[config.mk]
export PLATFORM = sky130hd
export DESIGN_NAME = mixed_radix_odometer_unit
export DESIGN_NICKNAME = d
export VERILOG_FILES = /design/src/hw/rtl/mro_pkg.sv /design/src/hw/rtl/mixed_radix_odometer_unit.sv
export SDC_FILE = /design/constraint.sdc
export NUM_CORES = 1
export LEC_CHECK = 0
export BUFFER_PORTS_ARGS = -buffer_cell sky130_fd_sc_hd__buf_2
export CAP_MARGIN = 20
export CORE_MARGIN = 4
export CORE_UTILIZATION = 35
export DETAILED_ROUTE_END_ITERATION = 10
export PLACE_DENSITY = 0.54
export SLEW_MARGIN = 20
export SYNTH_ARGS = -nofsm -noshare
export SYNTH_HDL_FRONTEND = slang
export SYNTH_SLANG_ARGS = --single-unit
[constraint.sdc]
create_clock -name clk_i -period 19.96 [get_ports clk_i]
set_clock_uncertainty 0.2 [all_clocks]
set_input_delay 3.992 -clock clk_i [delete_from_list [all_inputs] [get_ports clk_i]]
set_output_delay 3.992 -clock clk_i [all_outputs]
set_load 0.03 [all_outputs]
[src/hw/rtl/mro_pkg.sv]
// ----------------------------------------------------------------------------
// mro_pkg: shared types and constants of the mixed radix odometer
// Opcodes, configuration register indexes, field widths and reset values.
// ----------------------------------------------------------------------------
`default_nettype none

package mro_pkg;

  // Default parameter values
  localparam int unsigned NUM_WHEELS_DEF  = 6;
  localparam int unsigned WHEEL_BITS_DEF  = 16;

  // Fixed field widths
  localparam int unsigned REG_WHEELS      = 6;   // radix registers, output wheels
  localparam int unsigned RADIX_W         = 16;
  localparam int unsigned VAL_W           = 16;
  localparam int unsigned STEP_W          = 31;
  localparam int unsigned DIVC_W          = 5;   // divider step counter
  localparam int unsigned CNT_W           = 3;   // wheel count and wheel pointer
  localparam int unsigned WIDX_W          = 3;
  localparam int unsigned OP_W            = 2;
  localparam int unsigned CFG_IDX_W       = 3;
  localparam int unsigned CFG_DATA_W      = 16;

  // Reset values of the configuration registers
  localparam int unsigned WHEEL_COUNT_RST = 6;
  localparam int unsigned RADIX_RST       = 2;

  typedef enum logic [OP_W-1:0] {
    OP_ADVANCE = 2'd0,
    OP_REVERSE = 2'd1,
    OP_SET     = 2'd2,
    OP_CLEAR   = 2'd3
  } op_e;

  typedef enum logic [CFG_IDX_W-1:0] {
    CFG_WHEEL_COUNT = 3'd0,
    CFG_RADIX_0     = 3'd1,
    CFG_RADIX_1     = 3'd2,
    CFG_RADIX_2     = 3'd3,
    CFG_RADIX_3     = 3'd4,
    CFG_RADIX_4     = 3'd5,
    CFG_RADIX_5     = 3'd6
  } cfg_reg_e;

endpackage

`default_nettype wire

[src/hw/rtl/mixed_radix_odometer_unit.sv]
// ----------------------------------------------------------------------------
// mixed_radix_odometer_unit: mixed radix counter of up to six wheels
// Advance, reverse, set one wheel or clear all; one result beat per item.
// ----------------------------------------------------------------------------
// One item at a time. An item first visits every wheel once; a wheel in use
// whose setting is not below its radix, left so by a radix change, is reduced
// through the shared divider. Set and clear then act in S_EXEC and finish in
// S_DONE. Advance and reverse walk the wheels in use: a wheel goes straight to
// its update while the remaining step balance is zero and through the divider
// otherwise, since balance / radix and balance % radix come from one shared
// restoring divider that retires one quotient bit per cycle over 31 bits. The
// result sits in an output register, so the next item is taken while a
// result waits.
`default_nettype none

module mixed_radix_odometer_unit #(
  parameter int unsigned NUM_WHEELS = mro_pkg::NUM_WHEELS_DEF,
  parameter int unsigned WHEEL_BITS = mro_pkg::WHEEL_BITS_DEF
) (
  input  logic                           clk_i,
  input  logic                           rst_ni,
  input  logic                           cfg_we_i,
  input  logic [mro_pkg::CFG_IDX_W-1:0]  cfg_idx_i,
  input  logic [mro_pkg::CFG_DATA_W-1:0] cfg_wdata_i,
  input  logic                           in_valid_i,
  output logic                           in_ready_o,
  input  logic [mro_pkg::OP_W-1:0]       opcode_i,
  input  logic [mro_pkg::STEP_W-1:0]     step_count_i,
  input  logic [mro_pkg::WIDX_W-1:0]     wheel_index_i,
  input  logic [mro_pkg::VAL_W-1:0]      wheel_value_i,
  output logic                           out_valid_o,
  input  logic                           out_ready_i,
  output logic [mro_pkg::VAL_W-1:0]      wheel_value_0_o,
  output logic [mro_pkg::VAL_W-1:0]      wheel_value_1_o,
  output logic [mro_pkg::VAL_W-1:0]      wheel_value_2_o,
  output logic [mro_pkg::VAL_W-1:0]      wheel_value_3_o,
  output logic [mro_pkg::VAL_W-1:0]      wheel_value_4_o,
  output logic [mro_pkg::VAL_W-1:0]      wheel_value_5_o,
  output logic                           error_flag_o
);
  import mro_pkg::*;

  localparam int unsigned WB = WHEEL_BITS;
  localparam int unsigned W1 = WB + 1;
  localparam int unsigned W2 = WB + 2;
  localparam logic [RADIX_W-1:0] RMAX = RADIX_W'((32'd1 << WB) - 32'd1);

  typedef enum logic [2:0] {
    S_IDLE,
    S_NORM,
    S_DIV,
    S_EXEC,
    S_MOVE,
    S_UPD,
    S_DONE
  } state_e;

  function automatic logic [WB-1:0] eff_radix(input logic [RADIX_W-1:0] r);
    if (r == '0) begin
      return WB'(1);
    end else if (r > RMAX) begin
      return RMAX[WB-1:0];
    end else begin
      return r[WB-1:0];
    end
  endfunction

  // Configuration
  logic [CNT_W-1:0]   wcount_q;
  logic [RADIX_W-1:0] radix_q [REG_WHEELS];

  // Wheel state
  logic [WB-1:0]      wheel_q [NUM_WHEELS];

  // Sequencer and item
  state_e             state_q;
  op_e                op_q;
  logic [WIDX_W-1:0]  idx_q;
  logic [VAL_W-1:0]   val_q;
  logic [CNT_W-1:0]   n_q;
  logic [CNT_W-1:0]   ptr_q;
  logic [STEP_W-1:0]  bal_q;
  logic               carry_q;
  logic [WB-1:0]      d_q;
  logic               err_q;

  // Shared divider
  logic [STEP_W-1:0]  quo_q;
  logic [WB-1:0]      rem_q;
  logic [DIVC_W-1:0]  cnt_q;
  logic               div_move_q;

  // Output register
  logic               out_valid_q;
  logic               out_err_q;
  logic [VAL_W-1:0]   out_q [REG_WHEELS];

  // Combinational
  logic [CNT_W-1:0]   n_use;
  logic [WB-1:0]      cur_s;
  logic [WB-1:0]      cur_r;
  logic [WB-1:0]      set_r;
  logic               set_ok;
  logic [W1-1:0]      rem_sh;
  logic [W2-1:0]      div_diff;
  logic               div_ge;
  logic [WB-1:0]      rem_nx;
  logic [STEP_W-1:0]  quo_nx;
  logic               div_last;
  logic [W1-1:0]      fwd_sum;
  logic [W1-1:0]      fwd_sub;
  logic               fwd_ge;
  logic [W1-1:0]      need;
  logic [W1-1:0]      rev_sub;
  logic [W1-1:0]      rev_wrap;
  logic               rev_ok;
  logic [WB-1:0]      upd_s;
  logic               upd_c;
  logic               w_we;
  logic [CNT_W-1:0]   w_idx;
  logic [WB-1:0]      w_data;
  logic               w_clear;
  logic               out_load;
  logic [VAL_W-1:0]   out_d [REG_WHEELS];

  always_comb begin
    if (wcount_q == '0) begin
      n_use = CNT_W'(1);
    end else if (wcount_q > CNT_W'(NUM_WHEELS)) begin
      n_use = CNT_W'(NUM_WHEELS);
    end else begin
      n_use = wcount_q;
    end
  end

  // Wheel and radix under the pointer; out-of-range pointer reads a zero wheel and a radix of one
  always_comb begin
    cur_s = '0;
    for (int i = 0; i < NUM_WHEELS; i++) begin
      if (ptr_q == CNT_W'(i)) cur_s = wheel_q[i];
    end
    cur_r = WB'(1);
    set_r = WB'(1);
    for (int i = 0; i < REG_WHEELS; i++) begin
      if (ptr_q == CNT_W'(i)) cur_r = eff_radix(radix_q[i]);
      if (idx_q == WIDX_W'(i)) set_r = eff_radix(radix_q[i]);
    end
  end

  assign set_ok = (CNT_W'(idx_q) < n_q) && (val_q < VAL_W'(set_r));

  // One restoring division step
  assign rem_sh   = {rem_q, quo_q[STEP_W-1]};
  assign div_diff = {1'b0, rem_sh} - {2'b0, cur_r};
  assign div_ge   = ~div_diff[W2-1];
  assign rem_nx   = div_ge ? div_diff[WB-1:0] : rem_sh[WB-1:0];
  assign quo_nx   = {quo_q[STEP_W-2:0], div_ge};
  assign div_last = (cnt_q == DIVC_W'(STEP_W - 1));

  // Digit add with carry, digit subtract with borrow
  assign fwd_sum  = {1'b0, cur_s} + {1'b0, d_q} + W1'(carry_q);
  assign fwd_sub  = fwd_sum - {1'b0, cur_r};
  assign fwd_ge   = fwd_sum >= {1'b0, cur_r};
  assign need     = {1'b0, d_q} + W1'(carry_q);
  assign rev_ok   = {1'b0, cur_s} >= need;
  assign rev_sub  = {1'b0, cur_s} - need;
  assign rev_wrap = {1'b0, cur_s} + {1'b0, cur_r} - need;

  always_comb begin
    if (op_q == OP_REVERSE) begin
      upd_s = rev_ok ? rev_sub[WB-1:0] : rev_wrap[WB-1:0];
      upd_c = ~rev_ok;
    end else begin
      upd_s = fwd_ge ? fwd_sub[WB-1:0] : fwd_sum[WB-1:0];
      upd_c = fwd_ge;
    end
  end

  // Single write port into the wheel registers
  always_comb begin
    w_we    = 1'b0;
    w_idx   = ptr_q;
    w_data  = '0;
    w_clear = 1'b0;
    case (state_q)
      S_NORM: begin
        w_we = (ptr_q < CNT_W'(NUM_WHEELS)) && (ptr_q >= n_q);
      end
      S_DIV: begin
        w_we   = div_last && !div_move_q;
        w_data = rem_nx;
      end
      S_UPD: begin
        w_we   = 1'b1;
        w_data = upd_s;
      end
      S_EXEC: begin
        if (op_q == OP_SET) begin
          w_we   = set_ok;
          w_idx  = CNT_W'(idx_q);
          w_data = val_q[WB-1:0];
        end
        w_clear = (op_q == OP_CLEAR);
      end
      default: begin
      end
    endcase
  end

  assign out_load = (state_q == S_DONE) && (!out_valid_q || out_ready_i);

  always_comb begin
    for (int i = 0; i < REG_WHEELS; i++) out_d[i] = '0;
    for (int i = 0; i < NUM_WHEELS; i++) out_d[i] = VAL_W'(wheel_q[i]);
  end

  always_ff @(posedge clk_i or negedge rst_ni) begin
    if (!rst_ni) begin
      wcount_q    <= CNT_W'(WHEEL_COUNT_RST);
      for (int i = 0; i < REG_WHEELS; i++) begin
        radix_q[i] <= RADIX_W'(RADIX_RST);
        out_q[i]   <= '0;
      end
      for (int i = 0; i < NUM_WHEELS; i++) wheel_q[i] <= '0;
      state_q     <= S_IDLE;
      op_q        <= OP_ADVANCE;
      idx_q       <= '0;
      val_q       <= '0;
      n_q         <= '0;
      ptr_q       <= '0;
      bal_q       <= '0;
      carry_q     <= 1'b0;
      d_q         <= '0;
      err_q       <= 1'b0;
      quo_q       <= '0;
      rem_q       <= '0;
      cnt_q       <= '0;
      div_move_q  <= 1'b0;
      out_valid_q <= 1'b0;
      out_err_q   <= 1'b0;
    end else begin
      if (cfg_we_i) begin
        case (cfg_reg_e'(cfg_idx_i))
          CFG_WHEEL_COUNT: wcount_q   <= cfg_wdata_i[CNT_W-1:0];
          CFG_RADIX_0:     radix_q[0] <= cfg_wdata_i;
          CFG_RADIX_1:     radix_q[1] <= cfg_wdata_i;
          CFG_RADIX_2:     radix_q[2] <= cfg_wdata_i;
          CFG_RADIX_3:     radix_q[3] <= cfg_wdata_i;
          CFG_RADIX_4:     radix_q[4] <= cfg_wdata_i;
          CFG_RADIX_5:     radix_q[5] <= cfg_wdata_i;
          default: begin
          end
        endcase
      end

      for (int i = 0; i < NUM_WHEELS; i++) begin
        if (w_clear) begin
          wheel_q[i] <= '0;
        end else if (w_we && (w_idx == CNT_W'(i))) begin
          wheel_q[i] <= w_data;
        end
      end

      // A new result may replace the one leaving in the same cycle
      if (out_load) begin
        out_valid_q <= 1'b1;
      end else if (out_ready_i) begin
        out_valid_q <= 1'b0;
      end

      case (state_q)
        S_IDLE: begin
          if (in_valid_i) begin
            op_q    <= op_e'(opcode_i);
            bal_q   <= step_count_i;
            idx_q   <= wheel_index_i;
            val_q   <= wheel_value_i;
            n_q     <= n_use;
            ptr_q   <= '0;
            err_q   <= 1'b0;
            state_q <= S_NORM;
          end
        end
        // Clear unused wheels, reduce stale ones
        S_NORM: begin
          if (ptr_q == CNT_W'(NUM_WHEELS)) begin
            ptr_q   <= '0;
            carry_q <= 1'b0;
            state_q <= S_EXEC;
          end else if (ptr_q < n_q && cur_s >= cur_r) begin
            quo_q      <= STEP_W'(cur_s);
            rem_q      <= '0;
            cnt_q      <= '0;
            div_move_q <= 1'b0;
            state_q    <= S_DIV;
          end else begin
            ptr_q <= ptr_q + CNT_W'(1);
          end
        end
        S_DIV: begin
          quo_q <= quo_nx;
          rem_q <= rem_nx;
          cnt_q <= cnt_q + DIVC_W'(1);
          if (div_last) begin
            if (div_move_q) begin
              bal_q   <= quo_nx;
              d_q     <= rem_nx;
              state_q <= S_UPD;
            end else begin
              ptr_q   <= ptr_q + CNT_W'(1);
              state_q <= S_NORM;
            end
          end
        end
        S_EXEC: begin
          case (op_q)
            OP_ADVANCE, OP_REVERSE: state_q <= S_MOVE;
            OP_SET: begin
              err_q   <= ~set_ok;
              state_q <= S_DONE;
            end
            default: state_q <= S_DONE;
          endcase
        end
        S_MOVE: begin
          if (ptr_q == n_q) begin
            state_q <= S_DONE;
          end else if (bal_q == '0) begin
            d_q     <= '0;
            state_q <= S_UPD;
          end else begin
            quo_q      <= bal_q;
            rem_q      <= '0;
            cnt_q      <= '0;
            div_move_q <= 1'b1;
            state_q    <= S_DIV;
          end
        end
        S_UPD: begin
          carry_q <= upd_c;
          ptr_q   <= ptr_q + CNT_W'(1);
          state_q <= S_MOVE;
        end
        S_DONE: begin
          if (out_load) begin
            for (int i = 0; i < REG_WHEELS; i++) out_q[i] <= out_d[i];
            out_err_q   <= err_q;
            state_q     <= S_IDLE;
          end
        end
        default: state_q <= S_IDLE;
      endcase
    end
  end

  assign in_ready_o      = (state_q == S_IDLE);
  assign out_valid_o     = out_valid_q;
  assign wheel_value_0_o = out_q[0];
  assign wheel_value_1_o = out_q[1];
  assign wheel_value_2_o = out_q[2];
  assign wheel_value_3_o = out_q[3];
  assign wheel_value_4_o = out_q[4];
  assign wheel_value_5_o = out_q[5];
  assign error_flag_o    = out_err_q;

  // Assertions
  a_accept_starts: assert property (@(posedge clk_i) disable iff (!rst_ni)
    in_valid_i && in_ready_o |=> state_q == S_NORM)
    else $error("accepted beat did not start the wheel sweep");

  a_div_count: assert property (@(posedge clk_i) disable iff (!rst_ni)
    state_q == S_DIV |-> cnt_q < DIVC_W'(STEP_W))
    else $error("divider ran past its last step");

  a_digit_range: assert property (@(posedge clk_i) disable iff (!rst_ni)
    state_q == S_UPD |-> d_q < cur_r)
    else $error("digit not below the wheel radix");

  a_move_ptr: assert property (@(posedge clk_i) disable iff (!rst_ni)
    state_q == S_MOVE |-> ptr_q <= n_q)
    else $error("move pointer beyond the wheels in use");

  a_err_only_set: assert property (@(posedge clk_i) disable iff (!rst_ni)
    out_load && err_q |-> op_q == OP_SET)
    else $error("error flag raised by an operation other than set");

endmodule

`default_nettype wire
* Yosys cells after proc, flatten, opt, wreduce, memory -nomap -nowiden
Index checks and enable logic that the tools add are counted.
** Storage, ports and cells
- Logic and storage cells :: 278
- Latch bits :: 0
- Output and inout bits :: 99
- Memory bits (read-only) :: 0
- Memories kept :: 0
- Flip-flop bits (word level) :: 425
- Bits of input ports :: 76
- RAM bits :: 0
** Cells by class
- $mul :: 0
- Reduce and logical (&&, ||, !) cells :: 60
- Div/mod/pow operators :: 0
- Shift-type cells :: 0
- Equality and inequality tests :: 47
- Order comparisons :: 15
- Add/sub/neg operators :: 10
- Bitwise operators :: 3
- Multiplexer cells :: 108
** Operators by type and width (count)
- $mux W16 :: 55
- $mux W31 :: 7
- $gt A16 B16 Y1 const B :: 6
- $logic_not A16 Y1 :: 6
- $pmux W16 S3 :: 2
- $pmux W31 S3 :: 1
- $pmux W31 S2 :: 1
- $mux W3 :: 17
- $sub A16 B16 Y16 :: 3
- $eq A3 B3 Y1 const B :: 13
- $pmux W16 S2 :: 1
- $logic_not A31 Y1 :: 1
- $eq A3 B2 Y1 const B :: 10
- $ne A2 B2 Y1 const B :: 12
- $reduce_bool A2 Y1 :: 12
- $pmux W3 S7 :: 1
- $mux W5 :: 4
- $reduce_and A2 Y1 :: 10
- $reduce_and A5 Y1 :: 4
- $logic_not A3 Y1 :: 6
- $sub A17 B16 Y18 :: 1
- $add A16 B1 Y17 :: 1
- $add A16 B16 Y17 :: 1
- $add A17 B1 Y17 :: 1
- 33 further kinds :: 67

* Depth between registers and ports, before layout
- Depth after elaboration :: 16
- Mapped depth :: 28
- Gate-level depth less buffers :: 27

* Worst setup path after synthesis
Ideal clock, no wire load.
- Path type :: reg-to-reg
- Start point :: register ptr_q[1]
- End point :: register wheel_q (netlist bit out_d[41])
- Library setup time :: 0.125 ns
- Required time :: 19.635 ns
- Path slack :: 13.590 ns
- Path buffers :: 1
- Arrival :: 6.045 ns
- Clock period less this slack :: 6.370 ns
- Stages on the path, launching flop included :: 25
- Path through :: dfrtp_1 -> inv_1 -> ha_1 -> inv_1 -> nor2_1 -> clkbuf_1 -> a221oi_1 -> o311ai_0 -> o21ai_0 -> o21ai_0 -> ha_1 -> nor2b_1 -> o31a_1 -> o21ai_0 -> nor2b_1 -> xnor2_1 -> ha_1 -> or4_1 -> o21ai_1 -> o21a_1 -> o211ai_1 -> nor2_4 -> mux2_2 -> a211o_1 -> mux2_4
** Between the ends
- Word-level cells in the longest chain between the ends :: 15
- Elaborated cells on any way between the ends :: 43
- Those cells by class :: add/sub (7); order compare (4); eq/ne (6); mux (22); reduce/logical (4)
** Ends and longest elaborated chain
- from (decl) :: RTL line mixed_radix_odometer_unit.sv:81 : logic [CNT_W-1:0] ptr_q;
- from (signal assigned) :: RTL line mixed_radix_odometer_unit.sv:297 : ptr_q <= ptr_q + CNT_W'(1);
- from (signal assigned) :: RTL line mixed_radix_odometer_unit.sv:310 : ptr_q <= ptr_q + CNT_W'(1);
- from (signal assigned) :: RTL line mixed_radix_odometer_unit.sv:341 : ptr_q <= ptr_q + CNT_W'(1);
- $logic_not A3 Y1 :: RTL line mixed_radix_odometer_unit.sv:140, mixed_radix_odometer_unit.sv:145
- $mux W16 (6 in a row) :: RTL line mixed_radix_odometer_unit.sv:140 : if (ptr_q == CNT_W'(i)) cur_s = wheel_q[i];
- $add A16 B16 Y17 :: RTL line mixed_radix_odometer_unit.sv:161 : assign fwd_sum = {1'b0, cur_s} + {1'b0, d_q} + W1'(carry_q);
- $add A17 B1 Y17 :: RTL line mixed_radix_odometer_unit.sv:161
- $sub A16 B16 Y16 or $ge A17 B16 Y1 (tied branches) :: RTL line mixed_radix_odometer_unit.sv:162, mixed_radix_odometer_unit.sv:163
- $mux W16 :: RTL line mixed_radix_odometer_unit.sv:174 : upd_s = fwd_ge ? fwd_sub[WB-1:0] : fwd_sum[WB-1:0];
- $mux W16 :: RTL line mixed_radix_odometer_unit.sv:170 : if (op_q == OP_REVERSE) begin
- $pmux W16 S3 :: RTL line mixed_radix_odometer_unit.sv:185 : case (state_q)
- $mux W16 :: RTL line mixed_radix_odometer_unit.sv:259 : end else if (w_we && (w_idx == CNT_W'(i))) begin
- $mux W16 :: RTL line mixed_radix_odometer_unit.sv:257 : if (w_clear) begin
- to (signal, indexed assignment) :: RTL line mixed_radix_odometer_unit.sv:260 : wheel_q[i] <= w_data;
- to (decl) :: RTL line mixed_radix_odometer_unit.sv:73 : logic [WB-1:0] wheel_q [NUM_WHEELS];
Parallel ways exist; a longest one is shown, timed or not. The select of a mux whose other input is x is not followed.
A chain may end at the register's enable or synchronous reset.

* Worst setup path in the final report
- Start point :: register ptr_q[1]
- End point :: register wheel_q (netlist bit out_d[79])
Same word-level chain as after synthesis.

==> metrics.md <==
| Metric | Value |
|---|---|
| Flop2flop setup slack | 11.75 ns |
| Warnings, synthesis | 0 |
| Slowest stage delay, CP | 0.69 ns |
| Slew Viols, Final | 0 |
| Hold Path Class | reg -> reg |
| Critical-path top delay cell | o21ai_0 |
| Die Wd | 278.6 um |
| Final Setup Violations | 0 |
| Max Cap Violations | 0 |
| Syn_area_per_cell | 9.990 um2 |
| Arr. time, crit path | 8.49 ns |
| Worst r2r src | ptr_q[1] |
| Synth Register Bits | 425 |
| Initial Util | 35.60% |
| Slew headroom | 23.62% |
| Max Fclk | 0.1218 GHz |
| Synth top area share | 40.72% |
| 1st-iter DRT viols | 1,791 |
| Num CTS Buffers | 49 |
| RSZ-0062 raised after global routing | false |
| Post-Syn Area | 25,620 um2 |
| Worst Path Required | 20.24 ns |
| CTS tree | yes |
| RR Endpoint | out_d[79] |
| Post-CTS sizing | 0 |
| Full die area | 77,600 um2 |
| Initial antenna violation count | 0 |
| Top cell by count, worst path | inv_1 |
| Netlist cell types | 88 |
| Setup WS pre-CTS | 11.88 ns |
| Area leader, netlist | dfrtp_1 |
| Register area share after synthesis | 41.54% |
| Endpoints failing hold | 0 |
| Global-route wire length before repair | 137.8 mm |
| Final wirelength | 91.70 mm |
| DR DRC count | 0 |
| Cts hold-fix bufs | 0 |
| Antenna-violating nets left | 0 |
| I/O Buffers | 174 |
| Crit end category | flip-flop |
| Tcrit/Tclk final | 41.13% |
| Vias per inst | 5.744 |
| Fin crit period | 8.209 ns |
| I/O pin count | 175 |
| Worst Setup Start Kind | flip-flop |
| H-tree levels | 2 |
| Worst slew pin tran | 1.134 ns |
| Mapped Nets | 2,785 |
| CP delay by family, top | compound AO/OA/AOI/OAI gates |
| Critical path depth | 28 |
| Status | finished, final reports clean |
| Vias in the first global route | 21,150 |
| Setup TNS | 0 ns |
| Share of post-route cells with drive strength above 1 | 24.25% |
| Reg2Reg Depth | 28 |
| Core area | 71,980 um2 |
| Clk sink count | 425 |
| Final core utilization | 40.82% |
| Worst skew pair latency | 0.60 ns |
| EDFF count, synth | 0 |
| Vias post-DR | 21,360 |
| Main synth FF type | dfrtp_1 |
| Pre-Repair DR Iteration Count | 7 |
| Crit path buffers/inverters | 5 |
| P&R area growth vs syn | 14.66% |
| Post-Synthesis Cells | 2,565 |
| Gr usage total | 22.97% |
| Critical Path Source | ptr_q[1] |
| Critical Path End | out_d[79] |
| CTS root buf | clkbuf_16 |
| DPL Wire Length | 69.07 mm |
| Drt wl/cell | 24.66 um |
| Clock transition at path regs | 0.06 ns |
| Nets | 2,949 |
| Rows | 98 |
| Largest net degree at the start of global routing | 99 |
| Post-CTS Setup Bufs | 0 |
| Die Ht | 278.6 um |
| Synth area leaders | dfrtp_1 41%, mux2_2 11%, ha_1 6.1% |
| Synth async-reset ratio | 100.0% |
| Crit-path max FO | 31 |
| Critical path class | reg -> reg |
| Clock buffer depth | 3 |
| GPL Wtd Cong | 0.9592 |
| Total global routing overflow | 0 |
| Final worst slack | 11.75 ns |
[cells by family after synthesis]
| family | synth area share (%) |
|---|---|
| DFF | 41.54 |
| and+or+nand+nor | 12.68 |
| xor gates and xnor gates | 2.359 |
| muxes | 15.45 |
| AOI/OAI and AO/OA | 16.90 |
| buffers and inverters | 3.413 |
| adders and majority gates | 7.657 |
[sequential cells by signal, summed over array words and instances, names as in the netlist, 31 cells and up]
| signal | cells |
|---|---|
| quo_q | 31 |
| radix_q | 96 |
| out_d | 96 |
| bal_q | 31 |
[placed cells by master, fill, tap and decap left out, types with 40 or more instances in the layout]
| cell | netlist | layout |
|---|---|---|
| clkbuf_16 | 0 | 50 |
| ha_1 | 124 | 123 |
| nand2_1 | 345 | 344 |
| mux2_2 | 254 | 254 |
| xnor2_1 | 44 | 44 |
| o21ai_0 | 187 | 181 |
| nor3_1 | 42 | 41 |
| inv_1 | 96 | 96 |
| dfrtp_1 | 417 | 417 |
| nor2_1 | 157 | 152 |
| buf_4 | 2 | 60 |
| mux2_4 | 40 | 40 |
| buf_2 | 8 | 173 |
| a21oi_1 | 115 | 115 |
[worst min path at each step]
stage / depth (start not counted) / from / end
finish: 2 / quo_q[13] / quo_q[13]
global route: 2 / quo_q[8] / quo_q[8]
CTS: 2 / idx_q[1] / idx_q[1]
detailed placement: 2 / idx_q[1] / idx_q[1]
global placement: 2 / quo_q[12] / quo_q[12]
floorplan: 2 / quo_q[0] / quo_q[0]
[tightest hold or removal path, delay by kind of cell (launching register included)]
family | cells | cell delay, ns
and+or+nand+nor | 1 | 0.05
DFF | 1 | 0.34
AOI/OAI and AO/OA | 1 | 0.06
[metal layers]
layer,up-vias,global-route usage (%),share of wire [%]
met1,10760,32.24,45
li1,9712,-,-
met3,148,3.230,5.7
met2,740,37.45,47
met5,-,0,0
met4,0,6.005,2.8
[Yosys cell counts (all sizes together) (39+ instances only)]
cell and count:
dfrtp 417, nand2 345, mux2 294, o21ai 195, nor2 160, ha 124, a21oi 119, clkbuf 98
inv 96, xnor2 44, nor3 43, a31oi 39
[metrics by stage]
step	area [um2]	cells	hold slack [ns]
final	29380	3718	0.2763
after global placement	27700	3625	0.2629
after detailed placement	27720	3626	0.2666
after floorplan	25620	2565	0.2497
after CTS	29350	3715	0.2807
after global routing	29380	3717	0.2999
[layout make-up]
class | instances | area (um2)
fill | 7026 | 42600
multi-input combinational | 1920 | 14180
sequential | 425 | 10650
clock buffer | 69 | 1413
timing repair buffer | 237 | 1374
tap | 950 | 1189
inverter | 96 | 360.3
clock inverter | 20 | 217.7
antenna | 1 | 2.502
Power is not shown: default switching activity piles up to over one toggle a cycle in this logic, so the estimate is an artifact.
